`src/hdl/huffman_code_bit_packer_unit_macros.svh`:
```
// Assertion macros for the Huffman code bit packer.
// Depends on nothing. The including module must have clock and reset signals.
`ifndef HUFFMAN_CODE_BIT_PACKER_UNIT_MACROS_SVH
`define HUFFMAN_CODE_BIT_PACKER_UNIT_MACROS_SVH

// The consequent must hold in the same cycle as the antecedent.
`define HCBP_ASSERT_NOW(label, ante, cons, msg) \
   label: assert property (@(posedge clock) disable iff (reset) (ante) |-> (cons)) \
      else $error(msg);

// The consequent must hold in the cycle after the antecedent.
`define HCBP_ASSERT_NEXT(label, ante, cons, msg) \
   label: assert property (@(posedge clock) disable iff (reset) (ante) |=> (cons)) \
      else $error(msg);

`endif

```
`src/hdl/hcbp_fifo.sv`:
```
// Small register queue, first in first out, used between the stages.
// Depends on nothing. DEPTH must be a power of two, at least 2.
`timescale 1ns / 1ps

module hcbp_fifo #(
   parameter int WIDTH = 8,
   parameter int DEPTH = 2
) (
   input  logic             clock,
   input  logic             reset,
   input  logic             push,
   input  logic [WIDTH-1:0] wr_data,
   output logic             full,
   input  logic             pop,
   output logic [WIDTH-1:0] rd_data,
   output logic             empty
);

   localparam int AW = $clog2(DEPTH);

   logic [WIDTH-1:0] store_ff [DEPTH];
   logic [AW:0]      wr_ptr_ff, wr_ptr_in;
   logic [AW:0]      rd_ptr_ff, rd_ptr_in;
   logic             do_push, do_pop;

   assign empty   = (wr_ptr_ff == rd_ptr_ff);
   assign full    = (wr_ptr_ff[AW] != rd_ptr_ff[AW]) &&
                    (wr_ptr_ff[AW-1:0] == rd_ptr_ff[AW-1:0]);
   assign do_push = push && !full;
   assign do_pop  = pop && !empty;
   assign rd_data = store_ff[rd_ptr_ff[AW-1:0]];

   always_comb begin
      wr_ptr_in = do_push ? wr_ptr_ff + 1'b1 : wr_ptr_ff;
      rd_ptr_in = do_pop ? rd_ptr_ff + 1'b1 : rd_ptr_ff;
   end

   always_ff @(posedge clock) begin
      if (reset) begin
         wr_ptr_ff <= '0;
         rd_ptr_ff <= '0;
      end else begin
         wr_ptr_ff <= wr_ptr_in;
         rd_ptr_ff <= rd_ptr_in;
      end
   end

   always_ff @(posedge clock) begin
      if (do_push) begin
         store_ff[wr_ptr_ff[AW-1:0]] <= wr_data;
      end
   end

endmodule

```
`config.mk`:
```
export PLATFORM = sky130hd
export DESIGN_NAME = hcbp_fifo
export DESIGN_NICKNAME = d
export VERILOG_FILES = /design/src/hdl/huffman_code_bit_packer_unit_macros.svh /design/src/hdl/hcbp_fifo.sv
export SDC_FILE = /design/constraint.sdc
export NUM_CORES = 1
export LEC_CHECK = 0
export BUFFER_PORTS_ARGS = -buffer_cell sky130_fd_sc_hd__buf_2
export CAP_MARGIN = 20
export CORE_MARGIN = 2
export CORE_UTILIZATION = 50
export DETAILED_ROUTE_END_ITERATION = 8
export HOLD_SLACK_MARGIN = 0.05
export PLACE_DENSITY = 0.8
export SLEW_MARGIN = 25
export SYNTH_ARGS = -nofsm -noshare
export SYNTH_HDL_FRONTEND = slang
export SYNTH_SLANG_ARGS = --single-unit
```
`constraint.sdc`:
```
create_clock -name clock -period 2.4 [get_ports clock]
set_clock_uncertainty 0.2 [all_clocks]
set_input_delay 0.24 -clock clock [delete_from_list [all_inputs] [get_ports clock]]
set_output_delay 0.24 -clock clock [all_outputs]
set_load 0.02 [all_outputs]
```
### After elaboration in Yosys (flattened, before gate mapping)

Memories as Yosys holds them, arrays and structs flattened. A register that Yosys moved wholly into a read port is not among the register bits.
Cells that the tools add are included.

* bits in registers: 4
* memory bits (writable): 16
* bits of input ports: 12
* output and inout port bits: 10
* word-level logic and storage cells: 17
* memories kept: 1

Memories
* store_ff: depth 2, width 8, read ports 1, clocked after Yosys merged registers in 1, wr ports 1, line hcbp_fifo.sv:21 `logic [WIDTH-1:0] store_ff [DEPTH];`

* add/sub/neg operators: 2
* eq/ne operators: 3
* multiplexer cells: 4
* reduce and logical (&&, ||, !) cells: 5

Operators with widths (number)
* 2-bit by 1-bit adder with 2-bit output (second input constant): 2
* 1-bit 2-to-1 mux: 4
* 1-bit logical AND: 3
* 2-bit equality test: 1
* 1-bit zero test: 2
* 1-bit equality test: 1
* 1-bit != test: 1

### Longest topological paths before layout

Gate-level depths: netlist (run 1).

* depth after elaboration: 6
* gate-level depth with buffers: 4

### Least setup slack after synthesis (run 1)

OpenSTA, ideal clock, no wires.

* kind: register -> register
* start: register wr_ptr_ff[0]
* end: memory store_ff[1][0], enable pin
* arrival time: 1070 ps
* path slack: 754 ps
* cell stages (with the launch flop): 4
* path buffers: 1
* period minus slack after synthesis: 1646 ps
* cells stage by stage: dfxtp_1 -> clkbuf_1 -> nand2_1 -> a21oi_1

* longest elaborated chain between the ends: 6

Ends and longest elaborated chain
* start: declaration: line hcbp_fifo.sv:22 `logic [AW:0] wr_ptr_ff, wr_ptr_in;`
* start signal: assignment: line hcbp_fifo.sv:43 `wr_ptr_ff <= wr_ptr_in;`
* 1-bit equality test: line hcbp_fifo.sv:28 `(wr_ptr_ff[AW-1:0] == rd_ptr_ff[AW-1:0]);`
* 1-bit logical AND: line hcbp_fifo.sv:27 `assign full = (wr_ptr_ff[AW] != rd_ptr_ff[AW]) &&`
* 1-bit zero test: line hcbp_fifo.sv:29 `assign do_push = push && !full;`
* 1-bit logical AND: line hcbp_fifo.sv:29
* 1-bit 2-to-1 mux: line hcbp_fifo.sv:49 `if (do_push) begin`
* 1-bit 2-to-1 mux (not written as such): line hcbp_fifo.sv:50 `store_ff[wr_ptr_ff[AW-1:0]] <= wr_data;`
* end: declaration: line hcbp_fifo.sv:21

Parallel ways exist; a longest one is shown, timed or not.

### Worst setup path after layout (run 1)

* start: register rd_ptr_ff[1]
* end: register wr_ptr_ff[0]

* longest elaborated chain between the ends: 4

Ends and longest elaborated chain
* start: declaration: line hcbp_fifo.sv:23 `logic [AW:0] rd_ptr_ff, rd_ptr_in;`
* start signal: assignment: line hcbp_fifo.sv:44 `rd_ptr_ff <= rd_ptr_in;`
* 1-bit != test: line hcbp_fifo.sv:27
* 1-bit logical AND: line hcbp_fifo.sv:27
* 1-bit zero test: line hcbp_fifo.sv:29
* 1-bit logical AND: line hcbp_fifo.sv:29

Every way passes these cells.
A chain may end at the register's enable or synchronous reset.

==> results of run 1 <==
==> cell type report <==
cell class | instances | area [um^2] | area share [%]
inverter | 1 | 3.75 | 0.339
multi-input combinational | 33 | 262 | 23.6
clock inverter | 1 | 5.00 | 0.451
timing repair buffer | 32 | 215 | 19.4
sequential | 21 | 581 | 52.4
clock buffer | 3 | 22.5 | 2.03
tap | 16 | 20.0 | 1.81
==> per-layer routing <==
metal | global-route usage, % | vias to the layer above | part of all wire [%]
met5 | 0 | - | 0
met4 | 7.65 | 0 | 0.38
met3 | 2.38 | 2 | 3.8
met2 | 29.9 | 20 | 53
met1 | 20.5 | 280 | 42
li1 | - | 289 | -
==> stage by stage <==
step,util [%],cells
6_report,71.1,107
5_1_grt,71.1,107
4_1_cts,71.1,107
3_5_place_dp,62.3,92
3_3_place_gp,62.3,92
2_1_floorplan,-,58
==> repair_timing <==
item                                   4_1_cts  5_1_grt
endpoints found under the hold margin       21        0
hold buffers                                11        0
setup buffers                                0        0
==> synthesized netlist by cell type, drive strengths merged <==
master	count	area, um^2
xor2	2	17.5
mux2i	2	20.0
nor2	6	22.5
dfxtp	5	100
nand2	4	15.0
o21bai	1	7.51
inv	1	3.75
o211a	1	10.0
a21oi	3	15.0
clkbuf	2	7.51
edfxtp	16	480
mux2	8	90.1
nand4b	1	8.76
nand4	1	6.26
buf	1	5.00
a311oi	3	32.5
xnor2	1	16.3
==> sequential cells by signal, indices dropped and copies added, names as in the netlist, named ones only <==
signal,count
store_ff,16
rd_ptr_ff,2
wr_ptr_ff,2
==> cell usage in the layout, fill, tap and decap left out <==
master,count
nand2_1,4
nand4b_1,1
dlygate4sd3_1,11
mux2i_1,2
a311oi_2,1
nand4_1,1
o211a_1,1
xnor2_2,1
clkinv_2,1
dfxtp_1,5
o21bai_1,1
nor2_1,6
edfxtp_1,16
a311oi_1,2
clkbuf_4,3
xor2_1,2
a21oi_1,3
inv_1,1
buf_2,21
mux2_2,8
==> power by group <==
part | leakage [nW] | internal (mW) | total, mW | switching [mW]
Combinational | 0.241 | 0.0666 | 0.147 | 0.0803
Sequential | 0.191 | 0.420 | 0.440 | 0.0199
Clock | 0.0177 | 0.0620 | 0.163 | 0.101
==> worst min-delay path by stage <==
| stage | end | depth (start not counted) | start | slack [ps] |
|---|---|---|---|---|
| 2_1_floorplan | wr_ptr_ff[0] | 1 | reset | 110 |
| 3_3_place_gp | store_ff[0][1] | 1 | wr_data[1] | 230 |
| 3_5_place_dp | store_ff[0][4] | 1 | wr_data[4] | 230 |
| 4_1_cts | wr_ptr_ff[1] | 3 | push | 70 |
| 5_1_grt | wr_ptr_ff[1] | 3 | push | 80 |
| 6_report | wr_ptr_ff[1] | 3 | push | 80 |
==> cell families after synthesis <==
group                     count (synthesis)  synth area share [%]
and+or+nand+nor                          12                  6.12
xor gates and xnor gates                  3                  3.94
muxes                                    10                  12.8
AOI/OAI and AO/OA                         8                  7.58
buffers and inverters                     4                  1.89
DFF                                      21                  67.6
==> critical path, delay by kind of cell, from the launching register on <==
kind	cells	cell delay, ps
buffers and inverters	1	580
AND/OR/NAND/NOR	1	130
XOR/XNOR	1	320
AO/OA/AOI/OAI	1	270
flip-flops	1	390
==> flow_summary.json, run 1 <==
{
  "status": "finished, final reports clean",
  "irDropWorstVdd_mv": 0.500,
  "start_util_pct": 55.1,
  "cp_max_fo": 6,
  "hold_path.class": "primary input to register",
  "drt_iter0_drc": 18,
  "dp_slack_ps": 529,
  "htreeDepth": 1,
  "drv_slew": 0,
  "num-nets-final": 104,
  "dpl_cell_area_um2": 971,
  "gp_congestion": 0.897,
  "syn-cell-area_um2": 858,
  "core_area_um2": 1560,
  "chipHeight_um": 45.4,
  "num_antenna_cells": 0,
  "first_pass_iters": 4,
  "final_area_um2": 1110,
  "wl_per_cell_um": 14.6,
  "avgSynthCellArea_um2": 14.8,
  "dp_hpwl_mm": 1.09,
  "powerDensity_nw_per_um2": 677,
  "timing.rr.end": "wr_ptr_ff[0]",
  "antenna_found_initial": 0,
  "power_mw": 0.750,
  "layout-drive-gt1-share_pct": 38.5,
  "syn_nets": 70,
  "synth_cell_types": 18,
  "routed_wl_mm": 1.56,
  "slew_headroom_pct": 44.2,
  "ys_seq_area_share_pct": 67.6,
  "grt_pass1_wl_mm": 2.45,
  "core.rowCount": 14,
  "cp.required_ps": 2450,
  "tns_ps": 0,
  "clk_pin_slew_ps": 110,
  "cts.repair.resized": 0,
  "setup_violations": 0,
  "netlist_instances": 58,
  "n_fill_cell": 105,
  "worstPathCellList": "xnor2_2, nand2_1, a311oi_2, dlygate4sd3_1",
  "avgViaCountPerCell": 5.52,
  "final_hold_viol_count": 0,
  "cp-startpoint": "rd_ptr_ff[1]",
  "root_buffer": "clkbuf_4",
  "vias": 591,
  "fin_crit_ps": 1930,
  "dieArea_um2": 2060,
  "grt_max_degree": 13,
  "cp_slowest_cell": "dlygate4sd3_1",
  "grtUsageTotal_pct": 17.0,
  "grt_overflow_total": 0,
  "ios": 22,
  "yosysWarnings": 0,
  "crit_end": "wr_ptr_ff[0]",
  "p_leak_nw": 0.449,
  "setup.worst_path.end_class": "register",
  "postRouteAntennaNets": 0,
  "hold_ws_ps": 75.7,
  "clkLatencyLatePin_ps": 290,
  "cts_tree": "built",
  "cts.sinks": 21,
  "max_freq_mhz": 518,
  "slowest_delay_ps": 580,
  "crit_type": "register to register",
  "io_buffer_count": 21,
  "worst_setup_path_start_kind": "register",
  "rr_startpoint": "rd_ptr_ff[1]",
  "r2r_cells": 4,
  "drcViolationCount": 0,
  "rsz0062_at_grt": "false",
  "die_w_um": 45.4,
  "drv_cap": 0,
  "worstMarginPinSlew_ps": 838,
  "ctsLongestPathBuffers": 2,
  "r2r_setup_slack_ps": 470,
  "cts-buffers-inserted": 3,
  "area_growth_pct": 29.2,
  "ys_ff_latch": 21,
  "arrival_ps": 1980,
  "period_share_pct": 80.5,
  "final.setup.worst_slack_ps": 468,
  "grt_pass1_vias": 591
}
No activity file was read; power rests on OpenSTA's default activity.
==> inputs of run 2 (changes only) <==
Clock period 2.4 ns to 1.8 ns, I/O delays scaled along.
==> flow_summary.json, run 2 (synthesized netlist as in run 1, its figures left out) <==
{
  "die_w_um": 45.4,
  "p_leak_nw": 0.476,
  "r2r_cells": 2,
  "ios": 22,
  "cp.depth": 4,
  "worst_setup_path_start_kind": "register",
  "cts.sinks": 21,
  "core.rowCount": 14,
  "drv_slew": 0,
  "cts_tree": "built",
  "layout-drive-gt1-share_pct": 42.3,
  "dp_hpwl_mm": 1.03,
  "critPathBufInv": 2,
  "final_area_um2": 1150,
  "final_common_cell": "buf_2",
  "grt_pass1_wl_mm": 2.33,
  "drv_cap": 0,
  "tns_ps": 0,
  "drcViolationCount": 0,
  "antenna_found_initial": 0,
  "core_area_um2": 1560,
  "first_pass_iters": 4,
  "status": "finished, final reports clean",
  "rsz0062_at_grt": "false",
  "arrival_ps": 1300,
  "stdcell_count": 113,
  "hold_path.class": "primary input to register",
  "final_cell_mix": "21 x buf_2, 16 x edfxtp_1, 11 x dlygate4sd3_1",
  "htreeDepth": 1,
  "gp_congestion": 0.856,
  "io_buffer_count": 21,
  "crit_type": "register to output pin",
  "clkLatencyLatePin_ps": 290,
  "start_util_pct": 55.1,
  "slew_headroom_pct": 52.4,
  "critPathTopFamily": "buffers and inverters",
  "dpl_cell_area_um2": 1020,
  "final_hold_viol_count": 0,
  "grtUsageTotal_pct": 16.5,
  "root_buffer": "clkbuf_4",
  "worstPathCellList": "buf_4, xor2_1, nor2_1, buf_2",
  "setup_violations": 0,
  "ctsLongestPathBuffers": 2,
  "setup.worst_path.end_class": "output pin",
  "dp_cells": 98,
  "largest_reg_flops": 16,
  "powerDensity_nw_per_um2": 875,
  "chipHeight_um": 45.4,
  "grt_max_degree": 12,
  "cp.required_ps": 1420,
  "cp_slowest_cell": "dfxtp_1",
  "slowest_delay_ps": 320,
  "postRouteAntennaNets": 0,
  "num_antenna_cells": 0,
  "period_share_pct": 93.2,
  "routed_wl_mm": 1.48,
  "dieArea_um2": 2060,
  "drt_iter0_drc": 8,
  "irDropWorstVdd_mv": 0.470,
  "max_freq_mhz": 596,
  "avgViaCountPerCell": 5.23,
  "grt_pass1_vias": 612,
  "cts-buffers-inserted": 3,
  "vias": 591,
  "clk_pin_slew_ps": 100,
  "worstMarginPinSlew_ps": 715,
  "area_growth_pct": 34.4,
  "fin_crit_ps": 1680,
  "cp_max_fo": 8,
  "num-nets-final": 110,
  "wl_per_cell_um": 13.1,
  "grt_overflow_total": 0,
  "whs_path_depth": 5
}
## run 2: power by group
group / switching [mW] / internal [mW] / total [mW]
Sequential: 0.0156 / 0.561 / 0.577
Combinational: 0.121 / 0.103 / 0.224
Clock: 0.123 / 0.0862 / 0.209
## run 2: tightest hold or removal path: cells and delay by family
| family | cells | cell delay [ps] |
|---|---|---|
| compound gates | 1 | 120 |
| simple gates | 1 | 90 |
| mux | 1 | 70 |
| buf+inv | 2 | 220 |
## run 2: per-stage QoR
step / utilization, % / hold slack [ps] / power (mW) / setup WS, ps
after floorplan: - / 47.9 / 0.713 / 154
after global placement: 65.2 / 170 / 0.784 / 144
after detailed placement: 65.2 / 174 / 0.792 / 132
after CTS: 73.9 / 211 / 1.02 / 21.9
after global routing: 74.0 / 251 / 1.05 / 36.9
final: 74.0 / 216 / 1.01 / 122
## run 2: path summary, 6_finish.rpt
check                    start             end  slack (ps)
hold reg to reg   wr_ptr_ff[1]    rd_ptr_ff[1]         440
setup reg to reg  rd_ptr_ff[1]  store_ff[1][0]         130
setup / recovery  rd_ptr_ff[0]           empty         120
hold / removal            push    wr_ptr_ff[1]         220
## run 2: final cells by class
| type | count | area (um^2) |
|---|---|---|
| clock buffer | 4 | 26.3 |
| fill | 98 | 405 |
| sequential | 21 | 582 |
| multi-input combinational | 33 | 262 |
| tap | 16 | 20.0 |
| inverter | 1 | 3.75 |
| timing repair buffer | 38 | 260 |
## run 2: routing by layer
metal  share of wire, %  GRT usage [%]
met5                  0              0
met4                2.4           8.82
met3                3.7           3.57
met2                 49           29.3
met1                 45           18.0
## run 2: what timing repair did
item                                    in CTS  in global routing
buffers inserted                             0                  0
endpoints found under the hold margin       21                  0
gates resized for setup                      0                  1
hold buffers                                11                  0
endpoints found under the setup margin       0                  8
