File: config.mk
export PLATFORM = sky130hd
export DESIGN_NAME = hcbp_back
export DESIGN_NICKNAME = d
export VERILOG_FILES = /design/src/hdl/huffman_code_bit_packer_unit_macros.svh /design/src/hdl/hcbp_pkg.sv /design/src/hdl/hcbp_back.sv
export SDC_FILE = /design/constraint.sdc
export NUM_CORES = 1
export LEC_CHECK = 0
export BUFFER_PORTS_ARGS = -buffer_cell sky130_fd_sc_hd__buf_2
export CAP_MARGIN = 10
export CORE_ASPECT_RATIO = 0.8
export CORE_MARGIN = 5
export CORE_UTILIZATION = 30
export DETAILED_ROUTE_END_ITERATION = 16
export SYNTH_ARGS = -nofsm -noshare
export SYNTH_HDL_FRONTEND = slang
export SYNTH_SLANG_ARGS = --single-unit
File: constraint.sdc
create_clock -name clock -period 4.7 [get_ports clock]
set_clock_uncertainty 0.05 [all_clocks]
set_input_delay 0.235 -clock clock [delete_from_list [all_inputs] [get_ports clock]]
set_output_delay 0.235 -clock clock [all_outputs]
set_load 0.01 [all_outputs]
File: src/hdl/huffman_code_bit_packer_unit_macros.svh
// Assertion macros for the Huffman code bit packer.
// Depends on nothing. The including module must have clock and reset signals.
`ifndef HUFFMAN_CODE_BIT_PACKER_UNIT_MACROS_SVH
`define HUFFMAN_CODE_BIT_PACKER_UNIT_MACROS_SVH

// The consequent must hold in the same cycle as the antecedent.
`define HCBP_ASSERT_NOW(label, ante, cons, msg) \
   label: assert property (@(posedge clock) disable iff (reset) (ante) |-> (cons)) \
      else $error(msg);

// The consequent must hold in the cycle after the antecedent.
`define HCBP_ASSERT_NEXT(label, ante, cons, msg) \
   label: assert property (@(posedge clock) disable iff (reset) (ante) |=> (cons)) \
      else $error(msg);

`endif

File: src/hdl/hcbp_pkg.sv
// Shared types and constants for the Huffman code bit packer.
// Depends on nothing; the front, the back and the top use it by scoped names.
`timescale 1ns / 1ps

package hcbp_pkg;

   localparam int BYTE_BITS  = 8;
   localparam int SYM_BITS   = 8;
   localparam int WORD_BITS  = 16;
   localparam int LEN_BITS   = 5;
   localparam int MODE_BITS  = 2;
   localparam int TABLE_DEPTH = 256;
   // Bits left over between codes never reach a whole byte.
   localparam int FLUSH_BITS = BYTE_BITS - 1;
   // After a code that gives two bytes, up to fifteen bits wait for the second.
   localparam int PEND_BITS  = WORD_BITS - 1;
   localparam int CNT_BITS   = 4;
   localparam int ACC_BITS   = FLUSH_BITS + WORD_BITS;

   localparam logic [MODE_BITS-1:0] MODE_LOAD   = 2'd0;
   localparam logic [MODE_BITS-1:0] MODE_ENCODE = 2'd1;
   localparam logic [MODE_BITS-1:0] MODE_FLUSH  = 2'd2;

   typedef struct packed {
      logic                 flush;
      logic [LEN_BITS-1:0]  len;
      logic [WORD_BITS-1:0] word;
   } cmd_type;

   typedef struct packed {
      logic [BYTE_BITS-1:0] out_byte;
      logic                 last;
   } rsp_type;

   typedef struct packed {
      logic push;
      logic owed;
   } back_status_type;

endpackage

File: src/hdl/hcbp_back.sv
// Back part: appends codes to pending bits; emits a byte a cycle unless out_full.
// Depends on hcbp_pkg.
`timescale 1ns / 1ps

module hcbp_back (
   input  logic                       clock,
   input  logic                       reset,
   input  logic                       cmd_valid,
   input  hcbp_pkg::cmd_type          cmd_data,
   output logic                       cmd_pop,
   output hcbp_pkg::rsp_type          out_data,
   input  logic                       out_full,
   output hcbp_pkg::back_status_type  status
);

   localparam int ACC   = hcbp_pkg::ACC_BITS;
   localparam int PEND  = hcbp_pkg::PEND_BITS;
   localparam int FL    = hcbp_pkg::FLUSH_BITS;
   localparam int CNT   = hcbp_pkg::CNT_BITS;
   localparam int BYTE  = hcbp_pkg::BYTE_BITS;
   localparam int LEN   = hcbp_pkg::LEN_BITS;

   logic [PEND-1:0] bits_ff, bits_in;
   logic [CNT-1:0]  cnt_ff, cnt_in;
   logic            owed_ff, owed_in;

   logic [ACC-1:0]  acc;
   logic [LEN-1:0]  sum, rem_full;
   logic [CNT-1:0]  rem;
   logic            push;

   always_comb begin
      acc      = (ACC'(bits_ff[FL-1:0]) << cmd_data.len) | ACC'(cmd_data.word);
      sum      = {1'b0, cnt_ff} + cmd_data.len;
      rem_full = sum - LEN'(BYTE);
      rem      = rem_full[CNT-1:0];

      bits_in  = bits_ff;
      cnt_in   = cnt_ff;
      owed_in  = owed_ff;
      push     = 1'b0;
      cmd_pop  = 1'b0;
      out_data.out_byte = BYTE'(bits_ff >> cnt_ff[CNT-2:0]);
      out_data.last     = 1'b1;

      if (owed_ff) begin
         // Second byte of a long code; what remains is under one byte.
         if (!out_full) begin
            push    = 1'b1;
            bits_in = bits_ff & ~({PEND{1'b1}} << cnt_ff[CNT-2:0]);
            cnt_in  = {1'b0, cnt_ff[CNT-2:0]};
            owed_in = 1'b0;
         end
      end else if (cmd_valid && !out_full) begin
         cmd_pop = 1'b1;
         if (cmd_data.flush) begin
            out_data.out_byte = BYTE'(bits_ff[FL-1:0]) << (CNT'(BYTE) - cnt_ff);
            push    = (cnt_ff != '0);
            bits_in = '0;
            cnt_in  = '0;
         end else if (sum >= LEN'(BYTE)) begin
            out_data.out_byte = BYTE'(acc >> rem_full);
            out_data.last     = (sum < LEN'(2 * BYTE));
            push    = 1'b1;
            bits_in = PEND'(acc & ~({ACC{1'b1}} << rem));
            cnt_in  = rem;
            owed_in = (sum >= LEN'(2 * BYTE));
         end else begin
            bits_in = PEND'(acc);
            cnt_in  = sum[CNT-1:0];
         end
      end

      status.push = push;
      status.owed = owed_ff;
   end

   always_ff @(posedge clock) begin
      if (reset) begin
         bits_ff <= '0;
         cnt_ff  <= '0;
         owed_ff <= 1'b0;
      end else begin
         bits_ff <= bits_in;
         cnt_ff  <= cnt_in;
         owed_ff <= owed_in;
      end
   end

endmodule

* Word level (Yosys, flattened, before mapping)
Index checks and enable logic that the tools add are counted.
** Word-level totals
- Bits in registers :: 20
- Input port bits :: 26
- Output and inout port bits :: 12
- Word-level logic and storage cells :: 56
** Operators by class
- $add $sub $neg :: 3
- Magnitude comparators :: 3
- Equality and inequality tests :: 1
- Shift-type cells :: 6
- Multiplexer cells :: 27
- Bitwise gates (word level) :: 6
- Reduce and logical (&&, ||, !) cells :: 6
** Operator list (count)
- 15-bit 2-to-1 mux :: 5
- 15-bit bitwise AND :: 2
- 15-bit NOT :: 2
- 9-bit 2-to-1 mux :: 3
- 23-bit by 16-bit bitwise OR with 23-bit output :: 1
- 23-bit by 4-bit << shifter with 15-bit output, first input constant :: 1
- 7-bit by 5-bit << shifter with 23-bit output :: 1
- 23-bit by 5-bit right shift with 8-bit output :: 1
- 4-bit 2-to-1 mux :: 5
- 15-bit by 3-bit << shifter with 15-bit output, first input constant :: 1
- 15-bit by 3-bit right shift with 8-bit output :: 1
- 1-bit 2-to-1 mux :: 13
- 8-bit 2-to-1 mux :: 1
- 7-bit by 4-bit << shifter with 8-bit output :: 1
- 4-bit by 5-bit adder with 5-bit output :: 1
- 5-bit by 4-bit >= comparator with 1-bit output, second input constant :: 1
- 5-bit >= comparator, second input constant :: 1
- 5-bit < comparator, second input constant :: 1
- 5-bit by 4-bit subtractor with 5-bit output, second input constant :: 1
- 2-bit AND reduction :: 2
- 4-bit nonzero test :: 1
- 4-bit subtractor, first input constant :: 1
- 2-bit != test, second input constant :: 1
- 2-bit nonzero test :: 1
- 3 further kinds :: 3

* Depth between registers and ports, before layout
Gate-level depths: netlist of run 1.
- Word-level depth :: 9
- Gate-level depth with buffers :: 14
- Gate-level depth less buffers :: 14

* Least setup slack after synthesis of run 1
Ideal clock, no wire load.
- Kind :: register -> output
- Start point :: reg cnt_ff[0]
- End point :: out out_data[1] in the netlist's numbering
- Data arrival time :: 3.296 ns
- Required time :: 4.415 ns
- Setup slack :: 1.119 ns
- Cell stages (with the launch flop) :: 14
- Path through :: dfxtp_1 -> ha_1 -> fa_1 -> a21o_1 -> a21oi_1 -> xor2_1 -> ha_1 -> a31oi_4 -> nor3_1 -> nand2_1 -> a2111oi_0 -> nor4_2 -> a221oi_2 -> a21o_1
** RTL lines
- start, declared :: line hcbp_back.sv:24 : logic [CNT-1:0] cnt_ff, cnt_in;
- start signal, assigned :: line hcbp_back.sv:85 : cnt_ff <= cnt_in;
- end, declared :: line hcbp_back.sv:11 : output hcbp_pkg::rsp_type out_data,

==> results of run 1 <==
layout by cell type, fill, tap and decap left out, types with 3 or more instances in the layout:
| master | count |
|---|---|
| nand2_1 | 53 |
| nor2_1 | 47 |
| buf_2 | 37 |
| a21oi_1 | 35 |
| mux2i_1 | 27 |
| o21ai_0 | 25 |
| nand3_1 | 23 |
| inv_1 | 20 |
| dfxtp_1 | 20 |
| mux4_2 | 16 |
| a32oi_1 | 15 |
| nor3_1 | 12 |
| mux2_2 | 11 |
| buf_4 | 11 |
| ha_1 | 10 |
| a21o_1 | 8 |
| o211ai_1 | 8 |
| a221oi_1 | 7 |
| a22oi_1 | 7 |
| nor2b_1 | 6 |
| nand4_1 | 6 |
| and2_1 | 6 |
| o22ai_1 | 6 |
| a31oi_1 | 6 |
| and3_1 | 5 |
| o21a_1 | 5 |
| or2_2 | 4 |
| nor3b_1 | 4 |
| a211oi_1 | 4 |
| a31o_2 | 4 |
| a2111oi_0 | 3 |
| a211o_1 | 3 |
| o21ai_1 | 3 |
| clkbuf_16 | 3 |
per-layer routing:
layer	vias to the layer above	GRT usage, %
met3	30	2.653
met5	-	0
met2	275	30.06
li1	1954	-
met1	2027	27.68
met4	0	3.852
registers in the layout, indices dropped and copies added (netlist names):
register  cells
owed_ff       1
bits_ff      15
cnt_ff        4
worst reg2reg max path, delay by kind of cell (launching register included):
| kind | cells | cell delay, ns |
|---|---|---|
| AOI/OAI and AO/OA | 4 | 0.82 |
| xor gates and xnor gates | 1 | 0.27 |
| adders and majority gates | 3 | 0.97 |
| DFF | 1 | 0.31 |
| and+or+nand+nor | 3 | 0.71 |
cell families (layout without fill, tap and decap cells):
| kind of cell | after synthesis | count (layout) | synth area share, % |
|---|---|---|---|
| AOI/OAI and AO/OA | 167 | 167 | 32.04 |
| xor gates and xnor gates | 5 | 5 | 1.384 |
| adders and majority gates | 11 | 11 | 3.916 |
| buffers and inverters | 65 | 73 | 7.697 |
| DFF | 20 | 20 | 10.80 |
| muxes | 54 | 54 | 20.36 |
| and+or+nand+nor | 183 | 183 | 23.80 |
power groups by stage:
stage                     clock network, W  registers [W]  logic (W)
after floorplan                          0       0.000181   0.000255
after global placement                   0       0.000186   0.000350
after detailed placement                 0       0.000187   0.000351
after CTS                         0.000235       0.000183   0.000352
after global routing              0.000242       0.000184   0.000390
final                             0.000231       0.000184   0.000362
Yosys cell counts (5+ instances only):
cell type and instances:
a31oi_1 6, o22ai_1 6, a221oi_1 7, mux2i_1 27, o211ai_1 8, ha_1 10, mux4_2 16, mux2_2 11
clkbuf_1 28, inv_1 20, nor2_1 47, and2_1 6, buf_2 8, a21o_1 8, nand3_1 23, nor3_1 12
nand4_1 6, o21ai_0 25, a22oi_1 7, o21a_1 5, nand2_1 53, and3_1 5, dfxtp_1 20, a21oi_1 35
nor2b_1 6, a32oi_1 15
stage by stage:
stage | cell area [um2] | util [%]
floorplan | 3706 | -
global placement | 3965 | 32.60
detailed placement | 3965 | 32.60
CTS | 4070 | 33.47
global route | 4070 | 33.47
finish | 4070 | 33.47
final cells by class:
cell class / instances / area, um2 / share of cell area [%]
Timing Repair Buffer: 48 / 267.8 / 6.579
Sequential cell: 20 / 400.4 / 9.837
Clock buffer: 3 / 75.07 / 1.844
Tap cell: 152 / 190.2 / 4.673
Inverter: 21 / 78.83 / 1.937
Clock inverter: 1 / 30.03 / 0.7378
Multi-Input combinational cell: 420 / 3028 / 74.39
worst paths after layout:
kind	from	slack [ns]	endpoint
worst min register to register	bits_ff[12]	0.43	bits_ff[12]
worst max-delay path	cnt_ff[0]	0.51	out_data[1]
worst min-delay path	out_full	0.21	owed_ff
worst max register to register	cnt_ff[0]	1.44	bits_ff[6]
==> flow_summary_export.csv, run 1 <==
group,metric,value,unit
setup_path,max_stage_delay,0.49,ns
route,final_antenna_net_count,0,
grt,grt_pass1_vias,3938,
synthesis,synthArstFlopShare,0,%
floorplan,die_y,109.4,um
synthesis,syn-num-nets,542,
synthesis,synth.area.top_cells,"dfxtp_1, mux4_2, mux2i_1",
setup_path,endpoint_kind,"primary output",
setup_path,cpMaxStageDelayCell,"fa_1",
route,dr_wl_met2,6247,um
floorplan,io_pins,38,
sta,worst_pin_slew,0.9691,ns
setup_path,cp.required,4.41,ns
worst_hold_path,hold_path_class,"in -> reg",
clocking,cts_tree,"built",
clocking,cts-htree-levels,1,
route,wl_per_cell,21.50,um
setup_path,critical_path_depth,15,
sta,fin_ws,0.5126,ns
grt,antenna_found_initial,0,
route,vias,4286,
clocking,cts_made_buffers,3,
synthesis,synth_enable_flop_cells,0,
power,powerDensity,190.6,mW/mm2
placement,hpwl,11210,um
placement,dp_slack,0.5363,ns
synthesis,ys_seq_area_share,10.80,%
route,drcViolationCount,0,
route,met3WireLength,1473,um
power,intPower,0.0004722,W
floorplan,coreArea,0.01216,mm2
placement,io_buffers,37,
finish,syn2layout_area_growth,9.824,%
sta,fmax,0.2388,GHz
finish,nNetsFinal,551,
grt,track_usage,19.00,%
setup_path,crit_family,"compound AO/OA/AOI/OAI gates",
power,seqPwrFrac,23.7,%
floorplan,initial_utilization,30.47,%
finish,nFillCells,1336,
power,peakVddDrop,182.3,uV
sta,finalSetupViolations,0,
setup_path,path_max_fanout,7,
grt,grt_first_pass_wirelength,22190,um
setup_path,path_cells,"ha_1 > fa_1 > a21o_1 > a21oi_1 > xor2_1 > ha_1 > a31oi_4 > nor3_1 > buf_4 > nand2_1 > a2111oi_0 > nor4_2 > a221oi_2 > a21o_1 > buf_2",
route,drt-initial-drc-count,604,
power,clkPwrFrac,29.7,%
route,routed_via_density,6.445,
route,highest_layer,"met4",
sta,period_share,89.09,%
clocking,clockBufferDepth,2,
setup_path,worst_setup_path_start_kind,"flop",
sta,fin_setup_tns,0,ns
synthesis,ys.flop_type,"dfxtp_1",
route,drt_pass1_iterations,6,
grt,grt_max_degree,27,
clocking,cts.clk_slew.worst_paths,0.06,ns
synthesis,yosysWarnings,0,
power,p_leak,1.514,nW
grt,grt-ovfl-total,0,
power,power.switching,0.0003035,W
sta,drv_slew,0,
clocking,cts.repair.resized,0,
clocking,postCtsHoldBufs,0,
sta,rsz0062_at_grt,"no",
finish,n_antenna_cell,0,
sta,finalHoldViolCount,0,
floorplan,die_x,134.3,um
setup_path,critical_path_arrival,3.90,ns
sta,hold_ws,0.2089,ns
clocking,root_buffer,"clkbuf_16",
synthesis,yosysTopAreaCell,"dfxtp_1",
sta,maxSlewHeadroom,34.96,%
synthesis,syn_area,0.003706,mm2
clocking,cts_sinks,20,
setup_path,worst-path-buf-inv,2,
synthesis,ys_types,73,
synthesis,synth_top_area_share,10.80,%
outcome,outcome,"finished, final reports clean",
synthesis,ys_ff_latch,20,
setup_path,ff2ff_path_depth,11,
power,p_sw_share,39.13,%
floorplan,num_rows,36,
route,wl_met1,6332,um
worst_hold_path,hold_depth,3,
synthesis,syn_inst,505,
route,drt-total-wl,14300,um
placement,dpl.cell_count,661,
floorplan,floorplan.die_area,0.01469,mm2
synthesis,syn_area_per_cell,7.339,um2
run,drv_cap,0,
finish,final_layout_size_suffix_gt1_share,18.71,%
finish,finalNonFillerCells,665,
clocking,insertion_delay,0.25,ns
power,power_frac_comb,46.6,%
setup_path,worst-setup-path-type,"reg -> out",
placement,gp_congestion,0.9525,
power,p_total,0.0007757,W
clocking,post_cts_buffers,0,
sta,min_period,4.187,ns
(Power assumes the default switching activity.)
==> run 2, diff against run 1 <==
--- a/config.mk
+++ b/config.mk
@@ -6,10 +6,10 @@
 export NUM_CORES = 1
 export LEC_CHECK = 0
 export BUFFER_PORTS_ARGS = -buffer_cell sky130_fd_sc_hd__buf_2
-export CAP_MARGIN = 10
+export CAP_MARGIN = 20
 export CORE_ASPECT_RATIO = 0.8
 export CORE_MARGIN = 5
-export CORE_UTILIZATION = 30
+export CORE_UTILIZATION = 35
 export DETAILED_ROUTE_END_ITERATION = 16
 export SYNTH_ARGS = -nofsm -noshare
 export SYNTH_HDL_FRONTEND = slang
==> run 2 against run 1 <==
Against the previous run: final area is 0.74% lower; register-to-register slack worse by 0.07 ns; die area is 13% lower; first-iteration DRC count is 9.4% lower.
==> flow_summary_export.csv, run 2 (synthesis gave the netlist of run 1 again) <==
group,metric,value,unit
setup_path,cpMaxStageDelayCell,"fa_1",
sta,drv_slew,0,
clocking,cts.clk_slew.worst_paths,0.05,ns
setup_path,worst_setup_path_start_kind,"flop",
route,drt-initial-drc-count,547,
power,p_leak,1.510,nW
finish,largest_reg_flops,15,
sta,fin_setup_tns,0,ns
floorplan,coreArea,0.01028,mm2
worst_hold_path,hold_start,"out_full",
clocking,insertion_delay,0.25,ns
worst_hold_path,hold_path_class,"in -> reg",
clocking,cts.repair.resized,0,
finish,largestRegisters,"bits_ff x15, cnt_ff x4, owed_ff x1",
clocking,post_cts_buffers,0,
setup_path,critical_path_arrival,3.94,ns
placement,gp_congestion,1.008,
clocking,cts_tree,"built",
floorplan,die_y,102.0,um
sta,maxSlewHeadroom,32.25,%
setup_path,worst-path-buf-inv,2,
grt,grt_max_degree,27,
finish,final_layout_size_suffix_gt1_share,18.87,%
power,peakVddDrop,236.5,uV
placement,io_buffers,37,
floorplan,io_pins,38,
clocking,cts_sinks,20,
floorplan,die_x,125.0,um
route,wl_per_cell,21.78,um
clocking,root_buffer,"clkbuf_16",
route,final_antenna_net_count,0,
sta,finalHoldViolCount,0,
sta,worst_pin_slew,1.010,ns
route,routed_via_density,6.595,
placement,dpl.cell_count,651,
route,drt_pass1_iterations,6,
run,drv_cap,0,
finish,nNetsFinal,553,
grt,grt-ovfl-total,0,
finish,n_antenna_cell,0,
setup_path,max_stage_delay,0.48,ns
sta,min_period,4.225,ns
finish,final_cell_mix,"nand2_1, nor2_1, buf_2",
grt,track_usage,21.31,%
floorplan,num_rows,33,
finish,syn2layout_area_growth,9.014,%
power,p_total,0.0007139,W
setup_path,crit_path_start,"cnt_ff[0]",
clocking,clockBufferDepth,2,
grt,antenna_found_initial,0,
route,drcViolationCount,0,
clocking,cts_made_buffers,3,
route,vias,4313,
setup_path,worst-setup-path-type,"reg -> out",
power,powerDensity,176.7,mW/mm2
floorplan,floorplan.die_area,0.01276,mm2
setup_path,path_cells,"ha_1 > fa_1 > a21o_1 > a21oi_1 > xor2_1 > ha_1 > a31oi_4 > nor3_1 > buf_4 > nand2_1 > a2111oi_0 > nor4_2 > a221oi_2 > a21o_1 > buf_2",
grt,grt_first_pass_wirelength,22080,um
finish,regMostFlops,"bits_ff",
finish,layout_commonest_cell,"nand2_1",
grt,grt_pass1_vias,3910,
finish,finalNonFillerCells,654,
outcome,outcome,"finished, final reports clean",
route,drt-total-wl,14240,um
clocking,postCtsHoldBufs,0,
placement,hpwl,11040,um
sta,finalSetupViolations,0,
floorplan,initial_utilization,36.05,%
setup_path,cp.required,4.41,ns
sta,period_share,89.90,%
setup_path,r2r-start,"cnt_ff[0]",
setup_path,endpoint_kind,"primary output",
clocking,cts-htree-levels,1,
setup_path,crit_family,"compound AO/OA/AOI/OAI gates",
setup_path,path_max_fanout,7,
sta,rsz0062_at_grt,"no",
sta,fmax,0.2367,GHz
==> run 2: cell types whose count changed in the layout (fill, tap and decap cells not counted) <==
cell | previous run | this run
buf_4 | 11 | 13
bufinv_16 | 1 | 0
==> run 2: through the flow <==
stage	instance area, um2	util [%]	hold slack [ns]	worst slack, ns
finish	4040	39.30	0.2072	0.4749
global route	4040	39.30	0.2337	0.3326
CTS	4040	39.30	0.2110	0.5604
detailed placement	3965	38.57	0.4268	0.5897
global placement	3965	38.57	0.4163	0.7060
floorplan	3706	-	0.3340	1.119
==> run 2: report_power, final <==
part | switching, W | internal [W] | leakage (nW) | total (W)
combinational | 0.000231 | 0.000130 | 1.31 | 0.000361
clock | 0.0000568 | 0.000112 | 0.0370 | 0.000169
sequential | 0.00000954 | 0.000175 | 0.162 | 0.000184
total | 0.000297 | 0.000417 | 1.51 | 0.000714
==> run 2: final cells by class <==
| class | count | area, um2 |
|---|---|---|
| clock buffer | 3 | 75.07 |
| fill | 1082 | 6241 |
| inverter | 21 | 78.83 |
| multi-input combinational | 420 | 3028 |
| sequential | 20 | 400.4 |
| tap | 140 | 175.2 |
| timing repair buffer | 50 | 282.8 |
==> run 2: final timing paths <==
check | to | slack, ns | depth (start not counted)
worst max-delay path | out_data[1] | 0.47 | 15
worst min-delay path | owed_ff | 0.21 | 3
worst max register to register | bits_ff[6] | 1.37 | 11
worst min register to register | bits_ff[12] | 0.43 | 2
==> run 2: tightest hold or removal path, delay by kind of cell <==
kind | cells | cell delay (ns)
AND/OR/NAND/NOR | 1 | 0.06
buffers and inverters | 1 | 0.11
AO/OA/AOI/OAI | 1 | 0.05
==> run 2: per-layer routing <==
metal,part of all wire [%],up-vias,GRT usage (%)
met3,9.2,37,2.194
met4,2.3,0,5.417
met5,0,-,0
met1,46,2066,31.83
met2,43,259,32.96
li1,-,1951,-
